### src/kcmc_pkg.sv
// Shared types and constants for the keypad code and mode controller.
// Depends on nothing; every other file in src uses it by scoped names.
`default_nettype none
package kcmc_pkg;

    // entry buffer depth and the digits a packed code can hold
    localparam int CODE_DIGITS   = 4;
    localparam int PACKED_DIGITS = 4;
    localparam int MATCH_DIGITS  = (CODE_DIGITS < PACKED_DIGITS) ? CODE_DIGITS : PACKED_DIGITS;
    localparam int LEN_W         = $clog2(CODE_DIGITS + 1);
    localparam int DIGIT_W       = 4;
    localparam int ENTRY_W       = CODE_DIGITS * DIGIT_W;

    // packed code register: count in 18:16, BCD digits in 15:0, first digit high
    localparam int CODE_W        = 19;
    localparam int COUNT_LSB     = 16;
    localparam int COUNT_W       = 3;
    localparam int WRONG_W       = 4;
    localparam int KEY_W         = 4;
    localparam int CFG_IDX_W     = 2;
    localparam int IN_TDATA_W    = 8;
    localparam int OUT_TDATA_W   = 16;

    localparam logic [WRONG_W-1:0] WRONG_SAT = 4'd15;

    // key codes
    localparam logic [KEY_W-1:0] KEY_DIGIT_MAX = 4'd9;
    localparam logic [KEY_W-1:0] KEY_A         = 4'd10;
    localparam logic [KEY_W-1:0] KEY_B         = 4'd11;
    localparam logic [KEY_W-1:0] KEY_C         = 4'd12;
    localparam logic [KEY_W-1:0] KEY_D         = 4'd13;
    localparam logic [KEY_W-1:0] KEY_STAR      = 4'd14;
    localparam logic [KEY_W-1:0] KEY_HASH      = 4'd15;

    // configuration register indexes
    localparam logic [CFG_IDX_W-1:0] CFG_MAX_WRONG   = 2'd0;
    localparam logic [CFG_IDX_W-1:0] CFG_ENTER_CODE  = 2'd1;
    localparam logic [CFG_IDX_W-1:0] CFG_EXIT_CODE   = 2'd2;
    localparam logic [CFG_IDX_W-1:0] CFG_SILENCE_CODE = 2'd3;

    // configuration reset values
    localparam logic [WRONG_W-1:0] RST_MAX_WRONG    = 4'd3;
    localparam logic [CODE_W-1:0]  RST_ENTER_CODE   = 19'h11000;
    localparam logic [CODE_W-1:0]  RST_EXIT_CODE    = 19'h10000;
    localparam logic [CODE_W-1:0]  RST_SILENCE_CODE = 19'h41234;

    typedef enum logic [3:0] {
        MSG_NONE        = 4'd0,
        MSG_LOCKED      = 4'd1,
        MSG_NEED_MANUAL = 4'd2,
        MSG_RETRACT     = 4'd3,
        MSG_RAIN_NO_EXT = 4'd4,
        MSG_EXTEND      = 4'd5,
        MSG_FAN_ON      = 4'd6,
        MSG_FAN_OFF     = 4'd7,
        MSG_RAIN_NO_MAN = 4'd8,
        MSG_MANUAL      = 4'd9,
        MSG_AUTO        = 4'd10,
        MSG_SILENCED    = 4'd11,
        MSG_WRONG       = 4'd12
    } t_msg;

    typedef struct packed {
        t_msg message;
        logic manual_active;
        logic locked;
        logic rack_set;
        logic rack_extend;
        logic fan_set;
        logic fan_on;
        logic fan_override;
        logic buzzer_silenced;
        logic auto_recompute;
        logic buzzer_cut;
    } t_result;

endpackage
`default_nettype wire

### src/keypad_code_mode_controller.sv
// Keypad code and mode controller, top level.
// Depends on kcmc_pkg and kcmc_code_match.
//
// Usage:
//   Slave stream carries one decoded key press per transfer:
//     s_axis_tdata[3:0] key_code, [4] raining, [7:5] zero.
//   Master stream returns one result per key:
//     m_axis_tdata[3:0] message, [4] manual_active, [5] locked, [6] rack_set,
//     [7] rack_extend, [8] fan_set, [9] fan_on, [10] fan_override,
//     [11] buzzer_silenced, [12] auto_recompute, [13] buzzer_cut, [15:14] zero.
//   Configuration: i_cfg_we with i_cfg_index / i_cfg_data writes one register
//     per cycle (0 max wrong codes, 1 enter code, 2 exit code, 3 silence code).
//     Write only while no key is in flight.
// Timing:
//   A key is held in the input register; the mode/code update runs in
//   one pass of logic from there into the result register, which holds the
//   result; one key per cycle is sustained while m_axis_tready stays high.
// Reset (i_rst_n low, synchronous): clears mode, lock, wrong tally, fan
//   override, entry buffer and both pipeline valids; config takes defaults.
// Stall: when m_axis_tready is low the result holds, the input register
//   still fills once, then s_axis_tready drops until the result drains.
`default_nettype none
module keypad_code_mode_controller (
    input  wire logic                                i_clk,
    input  wire logic                                i_rst_n,
    input  wire logic                                s_axis_tvalid,
    output logic                                     s_axis_tready,
    input  wire logic [kcmc_pkg::IN_TDATA_W-1:0]     s_axis_tdata,  // key_code, raining
    output logic                                     m_axis_tvalid,
    input  wire logic                                m_axis_tready,
    // message, manual_active, locked, rack_set, rack_extend, fan_set, fan_on,
    // fan_override, buzzer_silenced, auto_recompute, buzzer_cut
    output logic [kcmc_pkg::OUT_TDATA_W-1:0]         m_axis_tdata,
    input  wire logic                                i_cfg_we,
    input  wire logic [kcmc_pkg::CFG_IDX_W-1:0]      i_cfg_index,
    input  wire logic [kcmc_pkg::CODE_W-1:0]         i_cfg_data
);

    // configuration
    logic [kcmc_pkg::WRONG_W-1:0] r_max_wrong;
    logic [kcmc_pkg::CODE_W-1:0]  r_enter_code;
    logic [kcmc_pkg::CODE_W-1:0]  r_exit_code;
    logic [kcmc_pkg::CODE_W-1:0]  r_silence_code;

    // input register
    logic                         r_in_valid;
    logic [kcmc_pkg::KEY_W-1:0]   r_in_key;
    logic                         r_in_rain;

    // controller state
    logic                         r_manual, n_manual;
    logic                         r_lock, n_lock;
    logic [kcmc_pkg::WRONG_W-1:0] r_wrong, n_wrong;
    logic                         r_fan_ovr, n_fan_ovr;
    logic [kcmc_pkg::ENTRY_W-1:0] r_entry, n_entry;
    logic [kcmc_pkg::LEN_W-1:0]   r_len, n_len;

    // result register
    logic                         r_out_valid;
    kcmc_pkg::t_result            r_out, n_out;

    logic advance;
    logic match_enter, match_exit, match_silence;

    // advance the input register into the result register when there is room
    assign advance       = r_in_valid && (!r_out_valid || m_axis_tready);
    assign s_axis_tready = !r_in_valid || advance;

    // ------------------------------------------------------------------
    // configuration writes
    // ------------------------------------------------------------------
    always_ff @(posedge i_clk) begin
        if (!i_rst_n) begin
            r_max_wrong    <= kcmc_pkg::RST_MAX_WRONG;
            r_enter_code   <= kcmc_pkg::RST_ENTER_CODE;
            r_exit_code    <= kcmc_pkg::RST_EXIT_CODE;
            r_silence_code <= kcmc_pkg::RST_SILENCE_CODE;
        end else if (i_cfg_we) begin
            case (i_cfg_index)
                kcmc_pkg::CFG_MAX_WRONG:    r_max_wrong    <= i_cfg_data[kcmc_pkg::WRONG_W-1:0];
                kcmc_pkg::CFG_ENTER_CODE:   r_enter_code   <= i_cfg_data;
                kcmc_pkg::CFG_EXIT_CODE:    r_exit_code    <= i_cfg_data;
                kcmc_pkg::CFG_SILENCE_CODE: r_silence_code <= i_cfg_data;
                default: ;
            endcase
        end
    end

    // ------------------------------------------------------------------
    // input register: take a transfer whenever the slot is free or draining
    // ------------------------------------------------------------------
    always_ff @(posedge i_clk) begin
        if (!i_rst_n) begin
            r_in_valid <= 1'b0;
        end else if (s_axis_tready) begin
            r_in_valid <= s_axis_tvalid;
        end
    end

    always_ff @(posedge i_clk) begin
        if (s_axis_tvalid && s_axis_tready) begin
            r_in_key  <= s_axis_tdata[kcmc_pkg::KEY_W-1:0];
            r_in_rain <= s_axis_tdata[kcmc_pkg::KEY_W];
        end
    end

    // ------------------------------------------------------------------
    // code comparators, one per configured code
    // ------------------------------------------------------------------
    kcmc_code_match u_match_enter (
        .i_code  (r_enter_code),
        .i_entry (r_entry),
        .i_len   (r_len),
        .o_match (match_enter)
    );

    kcmc_code_match u_match_exit (
        .i_code  (r_exit_code),
        .i_entry (r_entry),
        .i_len   (r_len),
        .o_match (match_exit)
    );

    kcmc_code_match u_match_silence (
        .i_code  (r_silence_code),
        .i_entry (r_entry),
        .i_len   (r_len),
        .o_match (match_silence)
    );

    // ------------------------------------------------------------------
    // key decode and state update
    // ------------------------------------------------------------------
    always_comb begin
        logic [kcmc_pkg::WRONG_W-1:0] wrong_inc;
        wrong_inc = (r_wrong < kcmc_pkg::WRONG_SAT) ? r_wrong + 1'b1 : r_wrong;

        n_manual  = r_manual;
        n_lock    = r_lock;
        n_wrong   = r_wrong;
        n_fan_ovr = r_fan_ovr;
        n_entry   = r_entry;
        n_len     = r_len;
        n_out     = '0;
        n_out.message = kcmc_pkg::MSG_NONE;

        if (r_lock) begin
            // locked: answer every key and change nothing
            n_out.message = kcmc_pkg::MSG_LOCKED;
        end else if (r_in_key >= kcmc_pkg::KEY_A && r_in_key <= kcmc_pkg::KEY_D) begin
            if (!r_manual) begin
                n_out.message = kcmc_pkg::MSG_NEED_MANUAL;
            end else if (r_in_key == kcmc_pkg::KEY_A) begin
                n_out.rack_set = 1'b1;
                n_out.message  = kcmc_pkg::MSG_RETRACT;
            end else if (r_in_key == kcmc_pkg::KEY_B) begin
                if (r_in_rain) begin
                    n_out.message = kcmc_pkg::MSG_RAIN_NO_EXT;
                end else begin
                    n_out.rack_set    = 1'b1;
                    n_out.rack_extend = 1'b1;
                    n_out.message     = kcmc_pkg::MSG_EXTEND;
                end
            end else begin
                n_fan_ovr     = 1'b1;
                n_out.fan_set = 1'b1;
                n_out.fan_on  = (r_in_key == kcmc_pkg::KEY_C);
                n_out.message = (r_in_key == kcmc_pkg::KEY_C) ? kcmc_pkg::MSG_FAN_ON
                                                              : kcmc_pkg::MSG_FAN_OFF;
            end
        end else if (r_in_key <= kcmc_pkg::KEY_DIGIT_MAX) begin
            // append the digit; drop it once the buffer is full
            if (r_len < kcmc_pkg::LEN_W'(kcmc_pkg::CODE_DIGITS)) begin
                for (int i = 0; i < kcmc_pkg::CODE_DIGITS; i++) begin
                    if (r_len == kcmc_pkg::LEN_W'(i)) begin
                        n_entry[i*kcmc_pkg::DIGIT_W +: kcmc_pkg::DIGIT_W] = r_in_key;
                    end
                end
                n_len = r_len + 1'b1;
            end
        end else if (r_in_key == kcmc_pkg::KEY_STAR) begin
            n_entry = '0;
            n_len   = '0;
        end else begin
            // hash: enter beats exit, exit beats silence
            if (match_enter) begin
                if (r_in_rain) begin
                    n_out.message = kcmc_pkg::MSG_RAIN_NO_MAN;
                end else begin
                    n_manual      = 1'b1;
                    n_out.message = kcmc_pkg::MSG_MANUAL;
                end
            end else if (match_exit) begin
                n_manual             = 1'b0;
                n_fan_ovr            = 1'b0;
                n_out.auto_recompute = 1'b1;
                n_out.message        = kcmc_pkg::MSG_AUTO;
            end else if (match_silence) begin
                n_wrong               = '0;
                n_out.buzzer_silenced = 1'b1;
                n_out.message         = kcmc_pkg::MSG_SILENCED;
            end else begin
                n_wrong       = wrong_inc;
                n_out.message = kcmc_pkg::MSG_WRONG;
                if (wrong_inc >= r_max_wrong) begin
                    n_lock           = 1'b1;
                    n_out.buzzer_cut = 1'b1;
                end
            end
            n_entry = '0;
            n_len   = '0;
        end

        n_out.manual_active = n_manual;
        n_out.locked        = n_lock;
        n_out.fan_override  = n_fan_ovr;
    end

    always_ff @(posedge i_clk) begin
        if (!i_rst_n) begin
            r_manual  <= 1'b0;
            r_lock    <= 1'b0;
            r_wrong   <= '0;
            r_fan_ovr <= 1'b0;
            r_entry   <= '0;
            r_len     <= '0;
        end else if (advance) begin
            r_manual  <= n_manual;
            r_lock    <= n_lock;
            r_wrong   <= n_wrong;
            r_fan_ovr <= n_fan_ovr;
            r_entry   <= n_entry;
            r_len     <= n_len;
        end
    end

    // ------------------------------------------------------------------
    // result register: hold while the receiver stalls
    // ------------------------------------------------------------------
    always_ff @(posedge i_clk) begin
        if (!i_rst_n) begin
            r_out_valid <= 1'b0;
        end else if (advance) begin
            r_out_valid <= 1'b1;
        end else if (m_axis_tready) begin
            r_out_valid <= 1'b0;
        end
    end

    always_ff @(posedge i_clk) begin
        if (advance) begin
            r_out <= n_out;
        end
    end

    assign m_axis_tvalid = r_out_valid;
    assign m_axis_tdata  = {2'b00,
                            r_out.buzzer_cut,
                            r_out.auto_recompute,
                            r_out.buzzer_silenced,
                            r_out.fan_override,
                            r_out.fan_on,
                            r_out.fan_set,
                            r_out.rack_extend,
                            r_out.rack_set,
                            r_out.locked,
                            r_out.manual_active,
                            r_out.message};

    // ------------------------------------------------------------------
    // assertions
    // ------------------------------------------------------------------
    a_lock_sticks: assert property (@(posedge i_clk) disable iff (!i_rst_n)
        r_lock |=> r_lock)
        else $error("lock flag cleared without reset");

    a_entry_bound: assert property (@(posedge i_clk) disable iff (!i_rst_n)
        r_len <= kcmc_pkg::LEN_W'(kcmc_pkg::CODE_DIGITS))
        else $error("entry length beyond buffer depth");

    a_cut_locks: assert property (@(posedge i_clk) disable iff (!i_rst_n)
        r_out_valid && r_out.buzzer_cut |-> r_out.locked && r_lock)
        else $error("buzzer cut without lock");

    a_cmd_qualified: assert property (@(posedge i_clk) disable iff (!i_rst_n)
        r_out_valid |-> (!r_out.rack_extend || r_out.rack_set)
                        && (!r_out.fan_on || r_out.fan_set))
        else $error("rack or fan value without its set strobe");

endmodule
`default_nettype wire

### src/kcmc_code_match.sv
// Compares the digit entry buffer against one packed code register.
// Depends on kcmc_pkg for widths and digit counts.
`default_nettype none
module kcmc_code_match (
    input  wire logic [kcmc_pkg::CODE_W-1:0]  i_code,
    input  wire logic [kcmc_pkg::ENTRY_W-1:0] i_entry,  // digit 0 in the low nibble
    input  wire logic [kcmc_pkg::LEN_W-1:0]   i_len,
    output logic                              o_match
);

    logic [kcmc_pkg::COUNT_W-1:0] count;

    assign count = i_code[kcmc_pkg::COUNT_LSB +: kcmc_pkg::COUNT_W];

    always_comb begin
        logic ok;
        ok = (count <= kcmc_pkg::COUNT_W'(kcmc_pkg::MATCH_DIGITS))
            && ({{(8 - kcmc_pkg::COUNT_W){1'b0}}, count} == 8'(i_len));
        for (int i = 0; i < kcmc_pkg::MATCH_DIGITS; i++) begin
            // only digits inside the code's count take part
            if (count > kcmc_pkg::COUNT_W'(i)) begin
                if (i_entry[i*kcmc_pkg::DIGIT_W +: kcmc_pkg::DIGIT_W]
                    != i_code[(kcmc_pkg::PACKED_DIGITS-1-i)*kcmc_pkg::DIGIT_W +:
                              kcmc_pkg::DIGIT_W]) begin
                    ok = 1'b0;
                end
            end
        end
        o_match = ok;
    end

endmodule
`default_nettype wire
### config.mk
export PLATFORM = sky130hd
export DESIGN_NAME = keypad_code_mode_controller
export DESIGN_NICKNAME = d
export VERILOG_FILES = /design/src/kcmc_pkg.sv /design/src/keypad_code_mode_controller.sv /design/src/kcmc_code_match.sv
export SDC_FILE = /design/constraint.sdc
export NUM_CORES = 1
export LEC_CHECK = 0
export BUFFER_PORTS_ARGS = -buffer_cell sky130_fd_sc_hd__buf_2
export CORE_MARGIN = 4
export CORE_UTILIZATION = 59
export DETAILED_ROUTE_END_ITERATION = 6
export GPL_ROUTABILITY_DRIVEN = 0
export HOLD_SLACK_MARGIN = 0.03
export PLACE_DENSITY = 0.8
export SLEW_MARGIN = 20
export SYNTH_ARGS = -nofsm -noshare
export SYNTH_HDL_FRONTEND = slang
export SYNTH_SLANG_ARGS = --single-unit
### constraint.sdc
create_clock -name i_clk -period 2.6 [get_ports i_clk]
set_input_delay 0.13 -clock i_clk [delete_from_list [all_inputs] [get_ports i_clk]]
set_output_delay 0.13 -clock i_clk [all_outputs]
set_load 0.005 [all_outputs]
==> run_results.csv <==
group,metric,value,unit
floorplanning,start_util,0.612,
worst_setup_path,crit_family,"compound AO/OA/AOI/OAI gates",
synthesis,synth_commonest_cells,"137 x nand2_1, 89 x dfxtp_1, 64 x a21oi_1, 47 x nor2_1, 46 x xnor2_1",
worst_setup_path,critPathBufInv,0,
drt,routed_via_density,5.70,
grt,grt_pass1_wl,19900,microns
grt,grt.total_usage,0.247,
synthesis,ys_ff_latch,108,
synthesis,synth_top_area_frac,0.353,
run,cap_violations,0,
cts,clk_latency,0.37,ns
synthesis,synth_flop_cell,"dfxtp_1",
synthesis,syn_inst,584,
worst_setup_path,cp-startpoint,"r_wrong[0]$_SDFFE_PN0P_",
worst_setup_path,endpoint_kind,"flip-flop",
drt,drtPass1Iterations,6,
finish,nets,687,
floorplanning,die_area,10100,sq um
sta,max_freq,406,MHz
grt,grt_pass1_vias,4279,
sta,timing.hold.ws,0.0421,ns
drt,ant_nets,0,
cts,path_clk_slew,0.10,ns
finish,final-instance-count-excl-fill,752,
sta,fin_crit_sh,0.948,
worst_setup_path,crit_slowest_cell,"mux2_2",
worst_setup_path,r2r_slack,0.14,ns
placed_design,place_ws,0.134,ns
sta,hold_viol_final,0,
grt,antenna_found_initial,0,
grt,grt_max_degree,70,
synthesis,syn_area_per_cell,8.65,sq um
hold_path,min_from,"i_cfg_data[1]",
sta,setup_viol,0,
power,powerDensity,559,nW/um^2
sta,fin_ws,0.136,ns
run_status,outcome,"complete, no violations",
synthesis,synth_area_leader_cell,"dfxtp_1",
synthesis,synth_warnings,0,
placed_design,dp_hpwl,8060,microns
floorplanning,rows,33,
finish,drive_gt1_frac,0.125,
floorplanning,die_w,101,microns
worst_setup_path,critPathKind,"reg2reg",
worst_setup_path,rr_worst_depth,9,
worst_setup_path,crit_required,2.71,ns
sta,skew,0.0129,ns
drt,drcViolationCount,0,
drt,routed_wl,11900,microns
synthesis,synth_edf_count,19,
sta,finalMaxSlewViolations,0,
floorplanning,pin_count,52,
synthesis,synthArstFlopShare,0,
cts,cts_tree,"done",
hold_path,hold_path.class,"in2reg",
finish,antenna_cells,0,
drt,drt_iter0_markers,258,
hold_path,hold_depth,3,
finish,fillers,651,
worst_setup_path,r2r_start,"r_wrong[0]$_SDFFE_PN0P_",
synthesis,yosys-top-cells-area,"dfxtp_1 35%, edfxtp_1 11%, nand2_1 10%",
cts,cts-root-buf,"clkbuf_8",
sta,finalCriticalPeriod,2.46,ns
synthesis,yosysMostFrequentCell,"nand2_1",
finish,synthToLayoutAreaGrowth,14.6,%
worst_setup_path,crit_chain,"ha_1 -> nand3_1 -> mux2_2 -> ha_1 -> a21o_1 -> a21o_1 -> a21oi_1 -> or3_4 -> o21ai_0",
power,p_leak,2.20,nW
grt,gr-total-overflow,0,
worst_setup_path,r2r-end,"m_axis_tdata[5]$_DFFE_PP_",
synthesis,seq_area_frac_synth,0.466,
drt,num_vias,4283,
worst_setup_path,slowest_delay,0.37,ns
placed_design,io_buffers,46,
power,ir_drop,0.338,mV
synthesis,synth_cell_types,51,
cts,cts_buffers,9,
drt,wire_per_inst,15.8,microns
synthesis,netlist_area,5050,sq um
worst_setup_path,critPathArrivalTime,2.58,ns
worst_setup_path,critPathMaxFanout,4,
hold_path,whs_endpoint,"r_exit_code[1]$_SDFFE_PN0P_",
cts,clockBufferDepth,2,
worst_setup_path,path_depth,9,
sta,rsz0062_at_grt,"false",
sta,slew_headroom,0.377,
cts,cts_sinks,108,
finish,fin_util,0.701,
placed_design,placed_cells,713,
floorplanning,coreArea,8260,sq um
sta,worstMarginPinSlew,0.928,ns
cts,cts_max_level,3,
worst_setup_path,timing.critical_path.from_type,"flip-flop",
sta,setup-tns-final,0,ns
floorplanning,chipHeight,101,microns
-- timing repair --
item                       4_1_cts  5_1_grt
hold buffers                    23        1
buffers inserted                 0        0
hold endpoints to repair        48        1
resized for setup                0        2
setup endpoints to repair        0        1
-- how the worst max path moves through the flow --
stage | slack (ns) | to
2_1_floorplan | 0.39 | m_axis_tdata[5]$_DFFE_PP_
3_3_place_gp | 0.24 | m_axis_tdata[5]$_DFFE_PP_
3_5_place_dp | 0.13 | m_axis_tdata[5]$_DFFE_PP_
4_1_cts | 0.10 | m_axis_tdata[5]$_DFFE_PP_
5_1_grt | 0.02 | m_axis_tdata[5]$_DFFE_PP_
6_report | 0.14 | m_axis_tdata[5]$_DFFE_PP_
-- state kept, by name, summed over array words and instances, names as in the netlist --
register and flops:
m_axis_tvalid 1, r_in_valid 1, r_max_wrong 4, r_in_rain 1, r_silence_code 19, r_manual 1, r_entry 16, r_in_key 4
r_lock 1, r_len 3, r_wrong 4, r_fan_ovr 1, r_exit_code 19, r_enter_code 19, m_axis_tdata 14
-- power by group --
part / total, W / switching (W) / internal (W)
Combinational: 0.000346 / 0.000201 / 0.000146
Sequential: 0.00180 / 0.0000495 / 0.00175
Clock: 0.00109 / 0.000559 / 0.000526
Total: 0.00324 / 0.000809 / 0.00243
-- kinds of logic after synthesis --
family	count (synthesis)	synth area share
other	1	0.000743
AND/OR/NAND/NOR	247	0.212
AO/OA/AOI/OAI	103	0.125
flip-flops	108	0.466
XOR/XNOR	54	0.0937
buffers and inverters	38	0.0322
adder cells (fa/ha/maj)	10	0.0248
multiplexers	23	0.0458
-- routing by layer --
metal	track usage	vias to the layer above	part of all wire
met5	0	-	0
met3	0.0457	36	0.049
met2	0.420	138	0.50
met4	0.108	0	0.032
li1	-	2088	-
met1	0.305	2021	0.42
-- cell type report --
class / instances / area (sq um) / share of cell area
Timing Repair Buffer: 75 / 508 / 0.0878
Clock buffer: 12 / 166 / 0.0288
Sequential cell: 108 / 2350 / 0.407
Tap cell: 105 / 131 / 0.0227
Clock inverter: 3 / 43.8 / 0.00757
Multi-Input combinational cell: 439 / 2550 / 0.440
Inverter: 10 / 37.5 / 0.00649
-- worst register-to-register path, delay by kind of cell (launching register included) --
kind / cells / cell delay (ns)
flops: 1 / 0.36
simple gates: 2 / 0.33
mux: 1 / 0.37
fa+ha+maj: 2 / 0.54
compound gates: 4 / 0.61
-- metrics by stage --
stage          power (W)  area (sq um)
4_1_cts          0.00323          5770
3_3_place_gp     0.00214          5330
6_report         0.00324          5790
2_1_floorplan    0.00205          5050
5_1_grt          0.00337          5790
3_5_place_dp     0.00215          5330
-- cells in the final DEF, fill, tap and decap left out, types with 2 or more instances in the layout --
| master | instances |
|---|---|
| nand2_1 | 137 |
| dfxtp_1 | 88 |
| a21oi_1 | 64 |
| nor2_1 | 47 |
| buf_2 | 46 |
| xnor2_1 | 45 |
| dlygate4sd3_1 | 24 |
| mux2i_1 | 22 |
| nand3_1 | 21 |
| edfxtp_1 | 19 |
| o21ai_0 | 11 |
| nand4_1 | 10 |
| ha_1 | 10 |
| clkbuf_8 | 10 |
| inv_1 | 9 |
| nor2b_1 | 8 |
| xor2_1 | 8 |
| nor3_1 | 6 |
| buf_4 | 5 |
| o41ai_1 | 4 |
| or2_2 | 4 |
| nor3b_1 | 3 |
| a21o_1 | 3 |
| and2_1 | 3 |
| and3_1 | 2 |
| o21a_1 | 2 |
| o32ai_1 | 2 |
| a31o_2 | 2 |
| o211a_1 | 2 |
| a41oi_1 | 2 |
| conb_1 | 2 |
Power figures use the tool's default switching activity.
